<file path="src/rtl/core/assert_macros.svh">
// Assertion helpers shared by the RTL; clocked on clock, RAD_ASSERT idle in reset.
`ifndef ASSERT_MACROS_SVH
`define ASSERT_MACROS_SVH

// Concurrent check sampled at the rising clock edge, disabled during reset.
`define RAD_ASSERT(label, prop, msg) \
   label: assert property (@(posedge clock) disable iff (reset) (prop)) else $error(msg);

// Same check, but also evaluated while reset is high.
`define RAD_ASSERT_ALWAYS(label, prop, msg) \
   label: assert property (@(posedge clock) (prop)) else $error(msg);

`endif

</file>
<file path="src/rtl/core/rad_pkg.sv">
package rad_pkg;

   localparam int RES_W    = 6;
   localparam int PROFIT_W = 16;
   localparam int BEST_W   = 23;
   localparam int ACC_W    = BEST_W + 1;
   localparam int SUM_W    = BEST_W + 2;

   localparam logic [BEST_W-1:0] BEST_MAX = {BEST_W{1'b1}};

   localparam int MAX_RESOURCES_DEF = 64;

   // Control broadcast from the sequencer to every cell.
   typedef struct packed {
      logic                       fire;      // transaction accepted this cycle
      logic                       complete;  // this transaction closes the row
      logic                       clear;     // closing row is the final project
      logic [RES_W-1:0]           resources;
      logic signed [PROFIT_W-1:0] profit;
   } cell_ctrl_type;

endpackage

</file>
<file path="src/rtl/core/rad_cell.sv">
`include "assert_macros.svh"

module rad_cell #(
   parameter int CELL_INDEX = 0
) (
   input  logic                         clock,
   input  logic                         reset,
   input  rad_pkg::cell_ctrl_type       ctrl,
   input  logic [rad_pkg::BEST_W-1:0]   shift_in_value,
   input  logic                         shift_in_ok,
   output logic [rad_pkg::BEST_W-1:0]   shift_out_value,
   output logic                         shift_out_ok,
   output logic [rad_pkg::BEST_W-1:0]   fold_value
);

   logic [rad_pkg::BEST_W-1:0] best_ff, best_in;
   logic [rad_pkg::ACC_W-1:0]  acc_ff, acc_in, acc_fold;
   logic [rad_pkg::BEST_W-1:0] shv_ff, shv_in;
   logic                       shok_ff, shok_in;
   logic signed [rad_pkg::SUM_W-1:0] cand;
   logic                       hit;
   logic                       in_range;

   assign in_range = (CELL_INDEX <= int'(ctrl.resources));

   always_comb begin
      // candidate: old best[j-k] + profit[k]
      cand     = $signed({2'b00, shv_ff}) + rad_pkg::SUM_W'(ctrl.profit);
      hit      = shok_ff && (cand > $signed({1'b0, acc_ff}));
      acc_fold = hit ? cand[rad_pkg::ACC_W-1:0] : acc_ff;
      if (acc_fold > rad_pkg::ACC_W'(rad_pkg::BEST_MAX)) begin
         fold_value = rad_pkg::BEST_MAX;
      end else begin
         fold_value = acc_fold[rad_pkg::BEST_W-1:0];
      end

      best_in = best_ff;
      acc_in  = acc_ff;
      shv_in  = shv_ff;
      shok_in = shok_ff;
      if (ctrl.fire) begin
         if (ctrl.complete) begin
            if (ctrl.clear) begin
               best_in = '0;
            end else if (in_range) begin
               best_in = fold_value;
            end
            // reload the shift copy with the new row, restart the running max at the floor
            shv_in  = best_in;
            shok_in = 1'b1;
            acc_in  = '0;
         end else begin
            acc_in  = acc_fold;
            shv_in  = shift_in_value;
            shok_in = shift_in_ok;
         end
      end
   end

   always_ff @(posedge clock) begin
      if (reset) begin
         best_ff <= '0;
         acc_ff  <= '0;
         shv_ff  <= '0;
         shok_ff <= 1'b1;
      end else begin
         best_ff <= best_in;
         acc_ff  <= acc_in;
         shv_ff  <= shv_in;
         shok_ff <= shok_in;
      end
   end

   assign shift_out_value = shv_ff;
   assign shift_out_ok    = shok_ff;

   `RAD_ASSERT(a_row_restart, (ctrl.fire && ctrl.complete) |=> (acc_ff == '0 && shok_ff && shv_ff == best_ff), "cell did not restart after row end")
   `RAD_ASSERT(a_best_clear, (ctrl.fire && ctrl.complete && ctrl.clear) |=> (best_ff == '0), "best total not cleared after final row")
   `RAD_ASSERT(a_best_hold, !ctrl.fire |=> $stable(best_ff) && $stable(acc_ff), "cell state moved without a transaction")

endmodule

</file>
<file path="config.mk">
export PLATFORM = sky130hd
export DESIGN_NAME = rad_cell
export DESIGN_NICKNAME = d
export VERILOG_FILES = /design/src/rtl/core/rad_pkg.sv /design/src/rtl/core/rad_cell.sv
export VERILOG_INCLUDE_DIRS = /design/src /design/src/rtl/core
export SDC_FILE = /design/constraint.sdc
export NUM_CORES = 1
export LEC_CHECK = 0
export BUFFER_PORTS_ARGS = -buffer_cell sky130_fd_sc_hd__buf_4
export CAP_MARGIN = 10
export CORE_MARGIN = 4
export CORE_UTILIZATION = 50
export DETAILED_ROUTE_END_ITERATION = 10
export GPL_ROUTABILITY_DRIVEN = 0
export MAX_ROUTING_LAYER = met4
export PLACE_DENSITY_LB_ADDON = 0.15
export SLEW_MARGIN = 30
export SYNTH_ARGS = -nofsm -noshare
export SYNTH_HDL_FRONTEND = slang
export SYNTH_SLANG_ARGS = --single-unit
</file>
<file path="constraint.sdc">
create_clock -name clock -period 6.55 [get_ports clock]
set_clock_uncertainty 0.2 [all_clocks]
set_input_delay 0.655 -clock clock [delete_from_list [all_inputs] [get_ports clock]]
set_output_delay 0.655 -clock clock [all_outputs]
set_load 0.02 [all_outputs]
</file>
* After elaboration in Yosys (flattened, before gate mapping)
Cells that the tools add are included.
** Storage, ports and cells
- Input bits :: 51
- Word-level logic and storage cells :: 13
- Bits in registers :: 48
** Operators by class
- Add/sub/neg operators :: 1
- Mux-type cells :: 6
- Reduce and logical (&&, ||, !) cells :: 1
- Order comparisons :: 2
** Operators by type and width (count)
- 23-bit 2-to-1 mux :: 3
- 24-bit 2-to-1 mux :: 2
- 24-bit by 16-bit adder with 25-bit output :: 1
- 25-bit greater-than comparator :: 1
- 24-bit by 23-bit greater-than comparator with 1-bit output (second input constant) :: 1
- 1-bit logical AND :: 1
- 1-bit 2-to-1 mux :: 1

* Depth between registers and ports, before layout
Gate-level depths: netlist of run 1.
- Word-level depth :: 8
- Depth in mapped cells :: 21
- Gate-level depth less buffers :: 19

* Least setup slack after synthesis of run 1
OpenSTA, ideal clock, no wires.
- Path type :: input -> output
- From :: input port ctrl[0] (netlist bit)
- To :: output port fold_value[8] (netlist bit)
- Setup slack :: 994 ps
- Path buffers :: 1
- Data required time :: 5695 ps
- Data arrival time :: 4701 ps
- Cell stages on the path :: 19
- Cells stage by stage :: ha_1 -> inv_1 -> fa_1 -> and2b_1 -> o2111ai_1 -> a31oi_1 -> o2111a_1 -> or3_1 -> and2_1 -> ha_1 -> nand4_1 -> nor4_1 -> o21ai_0 -> a31oi_1 -> o21ai_1 -> clkbuf_1 -> or4_1 -> a21oi_1 -> inv_1
** On the way
- Word-level cells in the longest chain between the ends :: 6
** Ends and longest elaborated chain
- from (decl) :: line rad_cell.sv:8 : input rad_pkg::cell_ctrl_type ctrl,
- 24-bit by 16-bit adder with 25-bit output (*) :: line rad_cell.sv:28 : cand = $signed({2'b00, shv_ff}) + rad_pkg::SUM_W'(ctrl.profit);
- 25-bit greater-than comparator :: line rad_cell.sv:29 : hit = shok_ff && (cand > $signed({1'b0, acc_ff}));
- 1-bit logical AND :: line rad_cell.sv:29
- 24-bit 2-to-1 mux (*) :: line rad_cell.sv:30 : acc_fold = hit ? cand[rad_pkg::ACC_W-1:0] : acc_ff;
- 24-bit by 23-bit greater-than comparator with 1-bit output :: line rad_cell.sv:31 : if (acc_fold > rad_pkg::ACC_W'(rad_pkg::BEST_MAX)) begin
- 23-bit 2-to-1 mux (*) :: line rad_cell.sv:31
- to (decl) :: line rad_cell.sv:13 : output logic [rad_pkg::BEST_W-1:0] fold_value
Every way passes the cells marked *; elsewhere a longest branch is shown, timed or not.

* Worst setup path after layout of run 1
- From :: input port ctrl[0] (netlist bit)
- To :: output port fold_value[1] (netlist bit)
The elaborated chain is that of the path after synthesis.

==> results of run 1 <==
-- power by group --
group / leakage, nW / total (mW) / switching (mW) / internal (mW)
logic: 1.78 / 0.669 / 0.403 / 0.266
registers: 0.391 / 0.325 / 0.0155 / 0.309
clock network: 0.0445 / 0.195 / 0.109 / 0.0862
-- worst max-delay path by stage --
stage / endpoint / start / depth (start not counted) / slack, ns
2_1_floorplan: fold_value[8] / ctrl[0] / 19 / 0.99
5_1_grt: fold_value[1] / ctrl[0] / 23 / 0.03
4_1_cts: fold_value[1] / ctrl[0] / 22 / 0.19
6_report: fold_value[1] / ctrl[0] / 23 / 0.34
3_5_place_dp: fold_value[1] / ctrl[0] / 22 / 0.23
3_3_place_gp: fold_value[0] / ctrl[0] / 20 / 0.03
-- cell families (layout without fill, tap and decap cells) --
| logic type | after synthesis | in the layout |
|---|---|---|
| AO/OA/AOI/OAI | 238 | 238 |
| XOR/XNOR | 18 | 18 |
| adder cells (fa/ha/maj) | 49 | 49 |
| buffers and inverters | 84 | 165 |
| flip-flops | 48 | 48 |
| multiplexers | 4 | 4 |
| AND/OR/NAND/NOR | 133 | 133 |
-- metal layers --
metal	routed length, um	part of all wire [%]	vias up	GRT usage (%)
met5	0	0	-	-
met2	6981	48	221	47.18
met1	6034	41	2265	35.80
li1	-	-	2341	-
met4	563	3.9	0	13.52
met3	985	6.8	34	3.823
-- worst max-delay path, stage by stage --
cell       delay [ns]
buf_4            0.11
ha_1             0.21
inv_1            0.07
fa_1             0.19
and2b_1          0.21
o2111ai_2        0.23
a31oi_2          0.17
o2111a_1         0.36
o21ba_2          0.25
or3_1            0.37
and2_1           0.19
ha_1             0.31
nand2_1          0.08
o211ai_1         0.22
a21oi_1          0.10
a31oi_2          0.24
o21ai_1          0.12
buf_4            0.20
nor3_4           0.24
buf_12           0.22
mux2i_1          0.27
nand2_1          0.13
buf_4            0.19
-- metrics by stage --
| step | utilization (%) | area, sq um |
|---|---|---|
| 3_3_place_gp | 60.19 | 5197 |
| 6_report | 61.69 | 5328 |
| 4_1_cts | 61.32 | 5295 |
| 3_5_place_dp | 60.23 | 5201 |
| 2_1_floorplan | - | 4413 |
| 5_1_grt | 61.69 | 5328 |
-- state kept, by name (all words and copies together), names as in the netlist --
signal	count
shift_out_value	23
shift_out_ok	1
acc_ff	24
-- cell usage after synthesis (5+ instances only) --
| cell type | number |
|---|---|
| a211oi_1 | 5 |
| a21o_1 | 7 |
| a21oi_1 | 65 |
| a22oi_1 | 20 |
| a31oi_1 | 8 |
| and2_1 | 7 |
| clkbuf_1 | 24 |
| dfxtp_1 | 48 |
| ha_1 | 48 |
| inv_1 | 49 |
| nand2_1 | 27 |
| nand3_1 | 36 |
| nand4_1 | 6 |
| nor2_1 | 23 |
| nor3_1 | 9 |
| o2111a_1 | 10 |
| o2111ai_1 | 5 |
| o211ai_1 | 17 |
| o21a_1 | 5 |
| o21ai_0 | 42 |
| o21bai_1 | 5 |
| o22ai_1 | 12 |
| o311ai_0 | 5 |
| or4_1 | 5 |
| xnor2_1 | 13 |
| xor2_1 | 5 |
-- area by class of cell --
type,count,share of cell area [%]
Tap cell,108,2.536
Timing Repair Buffer,107,15.31
Clock buffer,7,1.620
Sequential cell,48,18.04
Inverter,50,3.523
Multi-Input combinational cell,442,58.83
Clock inverter,1,0.1409
==> impl_results.md, run 1 <==
- Cell taking the most area after synthesis: dfxtp_1
- Finished Layout Cells: 763
- Crit path DAT: 5.36 ns
- Synth top area share: 21.77%
- Adder-Cell Fraction of Synth Area: 14.06%
- Cells after synthesis: 574
- Num rows: 34
- Final setup viols: 0
- Actual slew at the worst max-slew pin: 0.8538 ns
- Critical Path Fanout Max: 29
- Vias in the first global route: 4754
- Core area: 8636 sq um
- Fmax: 160.9 MHz
- GRT Total Usage: 29.04%
- CP Capture Type: primary output
- Syn avg cell area: 7.688 sq um
- Hold Path Cell Cnt: 2
- R2r startpoint: shift_out_value[0]
- Root buf cell: clkbuf_8
- Post-synth EDFFs: 0
- Starting Density: 51.10%
- Setup CP Type: in -> out
- Detailed-placement wirelength estimate: 10920 um
- Hold Slack: 0.2801 ns
- Io pins: 98
- Largest cells by area after synthesis: dfxtp_1, ha_1, a21oi_1, o21ai_0, inv_1
- Crit Reg-Reg Endpoint: shift_out_value[10]
- CP required: 5.69 ns
- XOR/XNOR Fraction of Synth Area: 3.572%
- R2R setup slack: 1.40 ns
- CTS tree: yes
- Clock sinks: 48
- Drc violations: 0
- Grt total ovfl: 0
- Via Count: 4861
- # H-tree levels: 2
- Commonest non-fill, non-tap cells in the layout: buf_4, a21oi_1, inv_1, ha_1, dfxtp_1
- Avg WL per Cell: 19.09 um
- Number of diodes: 0
- Power Total: 1.189 mW
- Max VDD drop: 0.1501 mV
- Worst hold endpoint: acc_ff[3]
- Dpl ws: 0.2305 ns
- Ys async rst share: 0%
- Initial DRC Count: 284
- Synth-to-Final Area Change: 20.73%
- Port Buffer Count: 91
- Post_cts resized: 0
- Mapped Nets: 674
- Share of cells above drive strength 1: 19.24%
- Outcome: finished, final reports clean
- Period utilization: 94.88%
- Chip Height: 101.9 um
- Initial antenna violation count: 0
- Sequential fraction of the synthesis area: 21.77%
- Layout Nets: 754
- Clock buffer depth: 2
- Final Max Slew Viols: 0
- Total of max-cap violations: 0
- Via/cell ratio: 6.371
- Slew HR: 43.08%
- Final number of hold-violating endpoints: 0
- CTS buffer count: 5
- Worst setup margin: 0.3353 ns
- Leakage: 2.215 nW
- Main synth FF type: dfxtp_1
- Post-layout minimum cycle time: 6.215 ns
- Post-CTS Setup Inserts: 0
- Hold Crit Class: reg -> reg
- Worst skew pair latency: 0.30 ns
- Hold Startpoint: acc_ff[3]
- Sum of negative setup slack: 0 ns
- Power per cell area: 223.1 nW/um^2
- Die ar.: 10390 sq um
- Post-Synth Simple-Gate Area: 15.48%
- Drt pass-1 iters: 5
- Depth of the most critical reg-to-reg path: 20
- Leading cell type in the layout, fill and taps excluded: buf_4
- Largest family of logic cells by synthesized area: compound AO/OA/AOI/OAI gates
- Unique masters post-synth: 64
- Area of the multi-input gates: 3134 sq um
- Sequential cell area: 960.9 sq um
- Critical path launch point type: input port
- Fillcell total: 815
- Seq cells post-synth: 48
- Mux contribution to synthesized area: 0.9073%
- Synthesized cell area: 4413 sq um
- CTS Hold Bufs: 0
- RSZ-0062 raised after global routing: false
- Largest net degree at the start of global routing: 51
- First-pass GRT wire length: 23460 um
- Compound-gate portion of the synthesized area: 36.12%
- Final ANT Viol Nets: 0
- Clock transition at path regs: 0.09 ns
- Die Span X: 101.9 um
- Synth Warn #: 0
- WL final: 14560 um
- Placed cells: 755
(Power assumes the default switching activity.)
==> run 2: changes to the inputs <==
Clock period 6.55 ns to 6.5 ns, I/O delays scaled along.
==> impl_results.md, run 2 (synthesis gave the netlist of run 1 again) <==
- Avg WL per Cell: 18.96 um (-0.67%)
- CTS tree: yes
- Grt total ovfl: 0 (unchanged)
- Top reg by flops: acc_ff
- Period utilization: 96.81%
- Detailed-placement wirelength estimate: 10700 um (-2.0%)
- CP Capture Type: primary output
- Sum of negative setup slack: 0 ns (unchanged)
- GRT Total Usage: 28.29% (-0.76 points)
- Port Buffer Count: 91 (unchanged)
- Number of diodes: 0 (unchanged)
- Final ANT Viol Nets: 0 (unchanged)
- Power per cell area: 231.9 nW/um^2 (+4.0%)
- CP required: 5.65 ns (-0.04 ns)
- Utilization after layout: 61.66% (about the same)
- Final number of hold-violating endpoints: 0 (unchanged)
- Via Count: 4861 (unchanged)
- Layout Nets: 751 (-0.40%)
- Actual slew at the worst max-slew pin: 0.8866 ns (+0.03271 ns)
- # H-tree levels: 2 (unchanged)
- Vias in the first global route: 4672 (-1.7%)
- Clock transition at path regs: 0.10 ns (about the same)
- Largest net degree at the start of global routing: 51 (unchanged)
- First-pass GRT wire length: 22900 um (-2.4%)
- Starting Density: 51.10% (unchanged)
- Max reg flops: 24 (unchanged)
- M3 GR Usage: 3.413% (-0.41 points)
- Die ar.: 10390 sq um (unchanged)
- WL final: 14410 um (-1.1%)
- Depth of the most critical reg-to-reg path: 21 (+5.0%)
- Synth-to-Final Area Change: 20.67% (about the same)
- Io pins: 98 (unchanged)
- CTS Hold Bufs: 0 (unchanged)
- Commonest non-fill, non-tap cells in the layout: buf_4, a21oi_1, inv_1, ha_1, dfxtp_1
- Leakage: 2.221 nW (+0.28%)
- Root buf cell: clkbuf_8
- Outcome: finished, final reports clean
- Clock sinks: 48 (unchanged)
- Via/cell ratio: 6.396 (+0.39%)
- Drt pass-1 iters: 5 (unchanged)
- Critical Path Fanout Max: 11 (-62%)
- Final setup viols: 0 (unchanged)
- Post-layout minimum cycle time: 6.293 ns
- Num rows: 34 (unchanged)
- Total of max-cap violations: 0 (unchanged)
- Fmax: 158.9 MHz
- Initial antenna violation count: 0 (unchanged)
- Core area: 8636 sq um (unchanged)
- Final Max Slew Viols: 0 (unchanged)
- Clock buffer depth: 2 (unchanged)
- Hold Crit Class: reg -> reg
- CTS buffer count: 5 (unchanged)
- Chip Height: 101.9 um (unchanged)
- Layer with the highest usage: met2
- Met2 usage: 47.59% (+0.40 points)
- Fillcell total: 796 (-2.3%)
- Power Total: 1.235 mW (+3.9%)
- Initial DRC Count: 283 (-0.35%)
- Slew HR: 40.90% (-2.2 points)
- RSZ-0062 raised after global routing: false
- Max VDD drop: 0.1404 mV (-6.5%)
- Worst skew pair latency: 0.31 ns (about the same)
- Hold Slack: 0.2836 ns (+0.003444 ns)
- Share of cells above drive strength 1: 18.87% (-0.37 points)
- Drc violations: 0 (unchanged)
- Grt met1 use: 34.86% (-0.94 points)
- Setup CP Type: in -> out
- Die Span X: 101.9 um (unchanged)
- Leading cell type in the layout, fill and taps excluded: buf_4
- Critical path launch point type: input port
- Crit path DAT: 5.44 ns (+0.08 ns)
- Hold Path Cell Cnt: 2 (unchanged)
## run 2: cell type report
class	count	area, sq um	area share [%]
Multi-Input combinational cell	442	3127	58.72
Sequential cell	48	960.9	18.05
Timing Repair Buffer	104	793.3	14.90
Inverter	50	187.7	3.524
Tap cell	108	135.1	2.538
Clock buffer	6	82.58	1.551
Clock inverter	2	38.79	0.7284
## run 2: path summary, 6_finish.rpt
check | start | end | slack, ns
setup / recovery | ctrl[0] | fold_value[10] | 0.21
hold / removal | acc_ff[6] | acc_ff[6] | 0.28
setup reg to reg | shift_out_value[0] | acc_ff[12] | 1.16
hold reg to reg | acc_ff[6] | acc_ff[6] | 0.28
## run 2: power breakdown
part,total (mW),internal [mW],switching [mW]
clock network,0.244,0.126,0.117
logic,0.664,0.263,0.401
registers,0.327,0.312,0.0159
total,1.24,0.701,0.534
## run 2: repair_timing
action / CTS / global route
setup buffers: 0 / 0
gates resized for setup: 0 / 5
endpoints found under the setup margin: 0 / 23
## run 2: metal layers
layer	up-vias	share of wire, %
li1	2337	-
met1	2268	43
met2	222	47
met3	34	6.2
met4	0	3.2
met5	-	0
## run 2: per-stage QoR
step	area, sq um	setup slack [ns]	instances
4_1_cts	5296	0.1113	760
3_5_place_dp	5175	0.1545	752
2_1_floorplan	4413	0.9543	574
5_1_grt	5325	0.004097	760
3_3_place_gp	5175	0.2544	752
6_report	5325	0.2072	760
## run 2: worst max-delay path, stage by stage
cell and delay [ns]:
buf_4 0.11, ha_1 0.22, inv_1 0.07, fa_1 0.19
and2b_1 0.22, o2111ai_2 0.26, a31oi_2 0.18, o2111a_1 0.35
or3_1 0.38, and2_1 0.20, ha_1 0.33, nand4_1 0.20
nor4_4 0.34, o21ai_0 0.14, a31oi_1 0.20, o21ai_1 0.15
buf_4 0.21, or4_1 0.50, a21oi_1 0.29, inv_1 0.08
buf_4 0.16
